### src/rtl/softmax_vector_activation_core_macros.svh
// Assertion macros for the softmax vector activation core.
// Included by the top level; no other dependencies.
`ifndef SOFTMAX_VECTOR_ACTIVATION_CORE_MACROS_SVH
`define SOFTMAX_VECTOR_ACTIVATION_CORE_MACROS_SVH
`ifndef SYNTHESIS
`define SMX_ASSERT_IMPL(label, clk, rst_n, ante, cons, msg) \
  label: assert property (@(posedge clk) disable iff (!rst_n) (ante) |-> (cons)) else $error(msg);
`define SMX_ASSERT_NEXT(label, clk, rst_n, ante, cons, msg) \
  label: assert property (@(posedge clk) disable iff (!rst_n) (ante) |=> (cons)) else $error(msg);
`else
`define SMX_ASSERT_IMPL(label, clk, rst_n, ante, cons, msg)
`define SMX_ASSERT_NEXT(label, clk, rst_n, ante, cons, msg)
`endif
`endif

### src/rtl/smx_pkg.sv
// Shared types and constants for the softmax vector activation core.
// No dependencies.
package smx_pkg;
  localparam int MaxElements = 64;
  localparam int AddrW = $clog2(MaxElements);
  localparam int CntW = $clog2(MaxElements + 1);
  localparam int QDepth = 4;
  localparam int QPtrW = $clog2(QDepth);

  // Front-to-back queue entry: one element, with a flag set on the element that closes its vector.
  typedef struct packed {
    logic signed [15:0] score;
    logic               close;
  } smx_entry_t;

  typedef struct packed {
    logic busy;
    logic idle;
  } smx_status_t;

  // round(2^24 * exp(-2^(b-8))) for each bit of the Q8.8 difference.
  function automatic logic [23:0] exp_k(input logic [3:0] b);
    logic [23:0] k;
    case (b)
      4'd0: k = 24'd16711808;
      4'd1: k = 24'd16646655;
      4'd2: k = 24'd16517109;
      4'd3: k = 24'd16261035;
      4'd4: k = 24'd15760736;
      4'd5: k = 24'd14805841;
      4'd6: k = 24'd13066109;
      4'd7: k = 24'd10175896;
      4'd8: k = 24'd6171993;
      4'd9: k = 24'd2270549;
      4'd10: k = 24'd307285;
      4'd11: k = 24'd5628;
      4'd12: k = 24'd2;
      default: k = 24'd0;
    endcase
    return k;
  endfunction
endpackage

### src/rtl/softmax_vector_activation_core.sv
// Softmax vector activation core: front end, queue and back end.
// Depends on smx_pkg, smx_front, smx_queue, smx_back and the macros header.
// Scores are taken one per start pulse while busy is low; a vector closes on
// in_is_last or on its 64th element. Results come out one per out_valid
// pulse and cannot be stalled. After the close each element's exponential is
// taken in the bit-serial exponential unit and summed, then each is divided by
// the sum in the shift-subtract divider; the next vector's scores are drained
// from the queue only after the vector's last result has been emitted.
`include "softmax_vector_activation_core_macros.svh"
module softmax_vector_activation_core (
  input  logic               clk,
  input  logic               rst_n,
  input  logic               start,
  output logic               busy,
  input  logic signed [15:0] in_score,
  input  logic               in_is_last,
  output logic               out_valid,
  output logic [15:0]        out_probability,
  output logic               out_end_of_vector
);
  import smx_pkg::*;

  smx_entry_t  push_data, pop_data;
  smx_status_t status;
  logic        accept, push, pop, q_empty, q_full, front_busy;

  assign accept = start && !busy;
  assign busy = front_busy;

  smx_front u_front (
    .clk, .rst_n, .in_accept(accept), .in_score, .in_is_last,
    .q_full, .q_push(push), .q_data(push_data), .front_busy
  );

  smx_queue u_queue (
    .clk, .rst_n, .push, .push_data, .pop, .pop_data,
    .empty(q_empty), .full(q_full)
  );

  smx_back u_back (
    .clk, .rst_n, .q_empty, .q_data(pop_data), .q_pop(pop),
    .out_probability, .out_end_of_vector, .out_valid, .status
  );

  `SMX_ASSERT_IMPL(a_no_push_full, clk, rst_n, q_full, !push, "push into full queue")
  `SMX_ASSERT_IMPL(a_pop_nonempty, clk, rst_n, pop, !q_empty, "pop from empty queue")
  `SMX_ASSERT_IMPL(a_idle_quiet, clk, rst_n, status.idle, !out_valid || out_end_of_vector, "emit while idle")
endmodule

### src/rtl/smx_front.sv
// Front end: accepts scores, closes a vector on is_last or full store.
// Depends on smx_pkg.
module smx_front (
  input  logic                clk,
  input  logic                rst_n,
  input  logic                in_accept,
  input  logic signed [15:0]  in_score,
  input  logic                in_is_last,
  input  logic                q_full,
  output logic                q_push,
  output smx_pkg::smx_entry_t q_data,
  output logic                front_busy
);
  import smx_pkg::*;

  logic [CntW-1:0] count_r, count_nxt;
  logic            close_w;

  // The element that fills the store also closes the vector.
  assign close_w = in_is_last || (count_r == CntW'(MaxElements - 1));
  assign q_push = in_accept;
  assign q_data = '{score: in_score, close: close_w};
  assign front_busy = q_full;
  assign count_nxt = !in_accept ? count_r : (close_w ? '0 : count_r + 1'b1);

  always_ff @(posedge clk) begin
    if (!rst_n) count_r <= '0;
    else count_r <= count_nxt;
  end
endmodule

### src/rtl/smx_queue.sv
// Short FIFO between front and back end.
// Depends on smx_pkg.
module smx_queue (
  input  logic                clk,
  input  logic                rst_n,
  input  logic                push,
  input  smx_pkg::smx_entry_t push_data,
  input  logic                pop,
  output smx_pkg::smx_entry_t pop_data,
  output logic                empty,
  output logic                full
);
  import smx_pkg::*;

  smx_entry_t       mem_r [QDepth];
  logic [QPtrW-1:0] wp_r, rp_r;
  logic [QPtrW:0]   cnt_r;

  assign empty = (cnt_r == '0);
  assign full = (cnt_r == (QPtrW+1)'(QDepth));
  assign pop_data = mem_r[rp_r];

  always_ff @(posedge clk) begin
    if (push) mem_r[wp_r] <= push_data;
  end

  always_ff @(posedge clk) begin
    if (!rst_n) begin
      wp_r <= '0; rp_r <= '0; cnt_r <= '0;
    end else begin
      if (push) wp_r <= wp_r + 1'b1;
      if (pop) rp_r <= rp_r + 1'b1;
      cnt_r <= cnt_r + (QPtrW+1)'(push) - (QPtrW+1)'(pop);
    end
  end
endmodule

### src/rtl/smx_back.sv
// Back end: stores a vector, then exp/sum pass and a normalizing divide pass.
// Depends on smx_pkg.
module smx_back (
  input  logic                clk,
  input  logic                rst_n,
  input  logic                q_empty,
  input  smx_pkg::smx_entry_t q_data,
  output logic                q_pop,
  output logic [15:0]         out_probability,
  output logic                out_end_of_vector,
  output logic                out_valid,
  output smx_pkg::smx_status_t status
);
  import smx_pkg::*;

  typedef enum logic [5:0] {
    S_LOAD = 6'b000001, S_ERD  = 6'b000010, S_EXP  = 6'b000100,
    S_PRD  = 6'b001000, S_DIV  = 6'b010000, S_EMIT = 6'b100000
  } state_t;

  state_t            state_r, state_nxt;
  logic signed [15:0] store_mem [MaxElements];
  logic [24:0]       exp_mem [MaxElements];
  logic signed [15:0] rd_score_r;
  logic [24:0]       rd_exp_r;
  logic [CntW-1:0]   n_r;
  logic [AddrW-1:0]  idx_r;
  logic signed [15:0] max_r;
  logic [30:0]       sum_r;
  logic [15:0]       d_r;
  logic [24:0]       e_r;
  logic [24:0]       e_fin;
  logic [3:0]        bit_r;
  logic [40:0]       rem_r;
  logic [16:0]       num_r;
  logic [16:0]       quo_r;
  logic [5:0]        dstep_r;
  logic [48:0]       prod;
  logic [46:0]       num;
  logic [41:0]       trial;
  logic              last_idx;

  assign q_pop = (state_r == S_LOAD) && !q_empty;
  assign last_idx = (CntW'(idx_r) + 1'b1 == n_r);
  assign status.busy = (state_r != S_LOAD);
  assign status.idle = (state_r == S_LOAD) && q_empty;
  // Q1.24 exponential, 1.0 = 2^24; one rounded constant multiply per bit
  assign prod = e_r * exp_k(bit_r);
  assign e_fin = d_r[0] ? 25'((prod + 49'd8388608) >> 24) : e_r;
  // Dividend e * 2^16 + floor(S / 2)
  assign num = {6'd0, rd_exp_r, 16'd0} + 47'(sum_r >> 1);
  assign trial = {rem_r, num_r[16]} - {11'd0, sum_r};

  // Store write and registered reads
  always_ff @(posedge clk) begin
    if (q_pop) store_mem[n_r[AddrW-1:0]] <= q_data.score;
    rd_score_r <= store_mem[idx_r];
    rd_exp_r <= exp_mem[idx_r];
    if (state_r == S_EXP && bit_r == 4'd15) exp_mem[idx_r] <= e_fin;
  end

  always_comb begin
    state_nxt = state_r;
    case (state_r)
      S_LOAD: if (q_pop && q_data.close) state_nxt = S_ERD;
      S_ERD:  state_nxt = S_EXP;
      S_EXP:  if (bit_r == 4'd15) state_nxt = last_idx ? S_PRD : S_ERD;
      S_PRD:  state_nxt = S_DIV;
      S_DIV:  if (dstep_r == 6'd17) state_nxt = S_EMIT;
      S_EMIT: state_nxt = last_idx ? S_LOAD : S_PRD;
      default: state_nxt = S_LOAD;
    endcase
  end

  always_ff @(posedge clk) begin
    if (!rst_n) begin
      state_r <= S_LOAD; n_r <= '0; idx_r <= '0; max_r <= 16'sh8000;
      out_valid <= 1'b0;
    end else begin
      state_r <= state_nxt;
      out_valid <= (state_r == S_EMIT);
      case (state_r)
        S_LOAD: if (q_pop) begin
          n_r <= n_r + 1'b1;
          if (q_data.score > max_r) max_r <= q_data.score;
          idx_r <= '0;
        end
        S_EXP: if (bit_r == 4'd15) idx_r <= last_idx ? '0 : idx_r + 1'b1;
        S_EMIT: if (last_idx) begin
          n_r <= '0; idx_r <= '0; max_r <= 16'sh8000;
        end else idx_r <= idx_r + 1'b1;
        default: ;
      endcase
    end
  end

  // Datapath: bit-serial exp (one constant multiply per cycle), restoring divide
  always_ff @(posedge clk) begin
    case (state_r)
      S_LOAD: sum_r <= '0;
      S_ERD: begin
        bit_r <= '0; e_r <= 25'h1000000; d_r <= '0;
      end
      S_EXP: begin
        if (bit_r == 4'd0) begin
          d_r <= 16'(max_r - rd_score_r) >> 1;
          e_r <= (16'(max_r - rd_score_r) & 16'd1) != 0 ? 25'(exp_k(4'd0))
                                                         : 25'h1000000;
        end else begin
          d_r <= d_r >> 1;
          e_r <= e_fin;
        end
        bit_r <= bit_r + 1'b1;
        if (bit_r == 4'd15) sum_r <= sum_r + 31'(e_fin);
      end
      S_PRD: dstep_r <= '0;
      S_DIV: begin
        // top of the dividend is below S, so 17 quotient bits cover it
        if (dstep_r == 6'd0) begin
          rem_r <= 41'(num[46:17]);
          num_r <= num[16:0];
          quo_r <= '0;
        end else begin
          if (!trial[41]) begin
            rem_r <= trial[40:0]; quo_r <= {quo_r[15:0], 1'b1};
          end else begin
            rem_r <= {rem_r[39:0], num_r[16]}; quo_r <= {quo_r[15:0], 1'b0};
          end
          num_r <= {num_r[15:0], 1'b0};
        end
        dstep_r <= dstep_r + 1'b1;
      end
      S_EMIT: begin
        out_probability <= quo_r[16] ? 16'hFFFF : quo_r[15:0];
        out_end_of_vector <= last_idx;
      end
      default: ;
    endcase
  end
endmodule
### config.mk
export PLATFORM = sky130hd
export DESIGN_NAME = softmax_vector_activation_core
export DESIGN_NICKNAME = d
export VERILOG_FILES = /design/src/rtl/smx_pkg.sv /design/src/rtl/softmax_vector_activation_core.sv /design/src/rtl/smx_front.sv /design/src/rtl/smx_queue.sv /design/src/rtl/smx_back.sv
export VERILOG_INCLUDE_DIRS = /design/src /design/src/rtl
export SDC_FILE = /design/constraint.sdc
export NUM_CORES = 2
export LEC_CHECK = 0
export BUFFER_PORTS_ARGS = -buffer_cell sky130_fd_sc_hd__buf_2
export CORE_ASPECT_RATIO = 0.9
export CORE_MARGIN = 4
export CORE_UTILIZATION = 60
export CTS_CLUSTER_SIZE = 30
export DETAILED_ROUTE_END_ITERATION = 8
export PLACE_DENSITY = 0.76
export RECOVER_POWER = 100
export SYNTH_ARGS = -nofsm -noshare
export SYNTH_HDL_FRONTEND = slang
export SYNTH_SLANG_ARGS = --single-unit
### constraint.sdc
create_clock -name clk -period 11.7 [get_ports clk]
set_input_delay 0.585 -clock clk [delete_from_list [all_inputs] [get_ports clk]]
set_output_delay 0.585 -clock clk [all_outputs]
set_load 0.03 [all_outputs]
==> impl_metrics.json <==
{
  "cpLargestDelayFamily": "adder cells",
  "period_minus_slack_ps": 11000,
  "clk_latency_ps": 960,
  "synth_top_cell_by_area": "edfxtp_1",
  "synth.ff_latch_count": 2982,
  "startpoint_type": "flip-flop",
  "areaGrowthSynthToFinish_pct": 9.79,
  "syn-cell-area_um2": 132000,
  "hp-class": "in2reg",
  "cts_buffers": 300,
  "synthesis.nets": 9709,
  "fill_cells": 14673,
  "drt-pass1-iter-count": 7,
  "criticalPathCategory": "reg2reg",
  "nets": 9849,
  "cp_common_cell": "fa_1",
  "postSynthCellCount": 8863,
  "drv_slew": 4518,
  "yosys-top-cells-area": "edfxtp_1 (65%), fa_1 (7.7%), a22oi_1 (5.5%)",
  "synth.top_cell.area_share_pct": 65.0,
  "wirelength_mm": 367,
  "place_congestion": 0.962,
  "grt_overflow_total": 0,
  "grt_max_degree": 118,
  "layout.cells.non_filler": 12100,
  "grt_antenna_before_repair": 14,
  "cts.htree.levels": 5,
  "crit_buf_inv": 5,
  "synth_most_common_cell": "edfxtp_1",
  "required_ps": 11890,
  "clock_path_buffers": 4,
  "fp.coreArea_um2": 219000,
  "worst_slew_pin_slew_ps": 5460,
  "routedWlPerCell_um": 30.4,
  "slew_headroom_pct": -268,
  "dp_slack_ps": 902,
  "setup_slack_ps": 704,
  "ys_types": 84,
  "synth_enable_flop_cells": 2865,
  "status": "finished with violations",
  "rrSetupSlack_ps": 700,
  "setup_viol": 0,
  "rsz0062_at_grt": "false",
  "placementRows": 163,
  "yosys-top-cells-count": "edfxtp_1 (2865), a22oi_1 (968), inv_1 (658), fa_1 (508), nand2_1 (495)",
  "antenna_left": 0,
  "finalSetupTns_ps": 0,
  "maxCapViolCount": 113,
  "ys_seq_area_share_pct": 66.7,
  "grt_pass1_wl_mm": 538,
  "die_h_um": 454,
  "root_buffer": "clkbuf_16",
  "hpwl_mm": 215,
  "cts.repair_timing.setup_buffer_count": 0,
  "finalCritPeriodShare_pct": 94.0,
  "start_util_pct": 60.3,
  "dr.first_iter.drc_count": 12581,
  "ys_async_sr_fraction_pct": 0,
  "avgSynthCellArea_um2": 14.9,
  "vias": 81900,
  "hold_viol": 0,
  "die_w_um": 503,
  "synth-main-ff-cell": "edfxtp_1",
  "end_kind": "flip-flop",
  "dieArea_um2": 228000,
  "register_area_um2": 88400,
  "clock_skew_ps": 66.0,
  "cp.arrival_ps": 11190,
  "cts_sinks": 2982,
  "port_buffers": 38,
  "grt_pass1_vias": 82048,
  "violations": "max-capacitance violations, max-slew violations",
  "viasPerCell": 6.77,
  "fmax_ghz": 0.0909,
  "ios": 39,
  "placed_cells": 11571,
  "slowest_stage": "clkbuf_1",
  "multi_input_area_um2": 39700,
  "cp_slowest_stage_delay_ps": 2480,
  "cts_resized": 0,
  "postCtsHoldBufs": 17,
  "cts_tree": "done",
  "path_cells": "and2_1 -> fa_1 -> fa_1 -> inv_1 -> fa_1 -> fa_1 -> inv_1 -> fa_1 -> fa_1 -> inv_1 -> fa_1 -> inv_1 -> ha_1 -> a21oi_1 -> o21ai_1 -> a221oi_2 -> nand4_1 -> a21oi_1 -> nor3_1 -> o31ai_1 -> xnor2_1 -> mux2_1 -> clkbuf_1",
  "crit_fanout": 66,
  "layout-drive-gt1-share_pct": 6.72,
  "grt.total_usage_pct": 32.0,
  "clk_pin_slew_ps": 70,
  "hold_ws_ps": 144,
  "ys_warn_count": 0,
  "drc": 0
}
-- path summary, 6_finish.rpt --
kind | endpoint | startpoint | cells after the start
max | u_back.exp_mem[51][24] | u_back.e_r[12] | 23
min | u_front.count_r[1] | start | 4
max reg2reg | u_back.exp_mem[51][24] | u_back.e_r[12] | 23
min reg2reg | u_front.count_r[6] | u_front.count_r[6] | 1
-- kinds of logic after synthesis --
kind of cell / Yosys count / synth area share [%]
mux: 61 / 0.643
flops: 2982 / 66.7
fa+ha+maj: 826 / 10.7
compound gates: 2070 / 11.6
xor+xnor: 151 / 1.01
buf+inv: 1168 / 3.33
simple gates: 1605 / 6.02
-- worst reg2reg max path, cell delays in order (launching register included) --
cell and delay [ps]:
edfxtp_1 990, and2_1 270, fa_1 450, fa_1 520, inv_1 50, fa_1 480, fa_1 530, inv_1 60
fa_1 490, fa_1 490, inv_1 50, fa_1 470, inv_1 40, ha_1 300, a21oi_1 120, o21ai_1 120
a221oi_2 620, nand4_1 320, a21oi_1 360, nor3_1 150, o31ai_1 330, xnor2_1 160, mux2_1 290, clkbuf_1 2480
-- state kept, by name (all words and copies together) (netlist names), 3 cells and up, named ones only --
register                count
u_back.bit_r                4
u_back.idx_r                6
u_back.n_r                  7
u_queue.mem_r              68
u_back.num_r               17
u_back.store_mem         1024
u_back.state_r              6
u_queue.cnt_r               3
u_back.d_r                 15
u_back.max_r               16
u_back.quo_r               17
u_front.count_r             7
u_back.rd_score_r          16
u_back.out_probability     16
u_back.rd_exp_r            25
u_back.e_r                 25
u_back.rem_r               41
u_back.exp_mem           1600
u_back.sum_r               31
u_back.dstep_r              6
-- cell type report --
| class | count | area share, % |
|---|---|---|
| inverter | 658 | 1.70 |
| multi-input combinational | 4713 | 27.3 |
| clock inverter | 147 | 0.846 |
| sequential | 2982 | 60.8 |
| antenna | 2 | 0.00344 |
| tap | 2887 | 2.48 |
| timing repair buffer | 348 | 1.35 |
| clock buffer | 363 | 5.48 |
-- routing by layer --
layer	GRT usage (%)	wire [µm]	share of wire, %
met1	42.3	130000	35
met2	50.5	170000	46
met3	8.17	46800	13
met4	14.7	20300	5.5
met5	0	79	0.022
-- metrics by stage --
stage	util (%)	cell area, µm²
after detailed placement	62.4	137000
after CTS	66.7	146000
final	66.2	145000
after floorplan	-	132000
after global routing	66.2	145000
after global placement	62.4	137000
-- layout by cell type, fill, tap and decap left out, types with 21 or more instances in the layout --
cell type and instances:
clkbuf_16 309, dfxtp_1 116, nor2_1 248, buf_4 83, a22oi_1 968, xor2_1 71
a221oi_1 174, a22o_1 181, and2_0 48, nor4_1 53, o21ai_0 88, mux2i_1 22
a31oi_1 166, clkinv_1 59, or2_2 24, inv_1 658, mux2_1 21, nor3_1 40
nand2b_1 22, nand3_1 108, nand2_1 494, or3_1 24, clkinv_2 39, a21o_1 50
nor2_2 38, edfxtp_1 2865, clkbuf_1 275, ha_1 318, a21oi_1 196, a41oi_1 95
and3_1 21, o211ai_1 29, fa_1 508, and2_1 313, xnor2_1 78, nand4_1 100
Power is left out: the tool's default activity adds up to more than one toggle a clock period on the data nets, which glitch-free logic cannot reach.
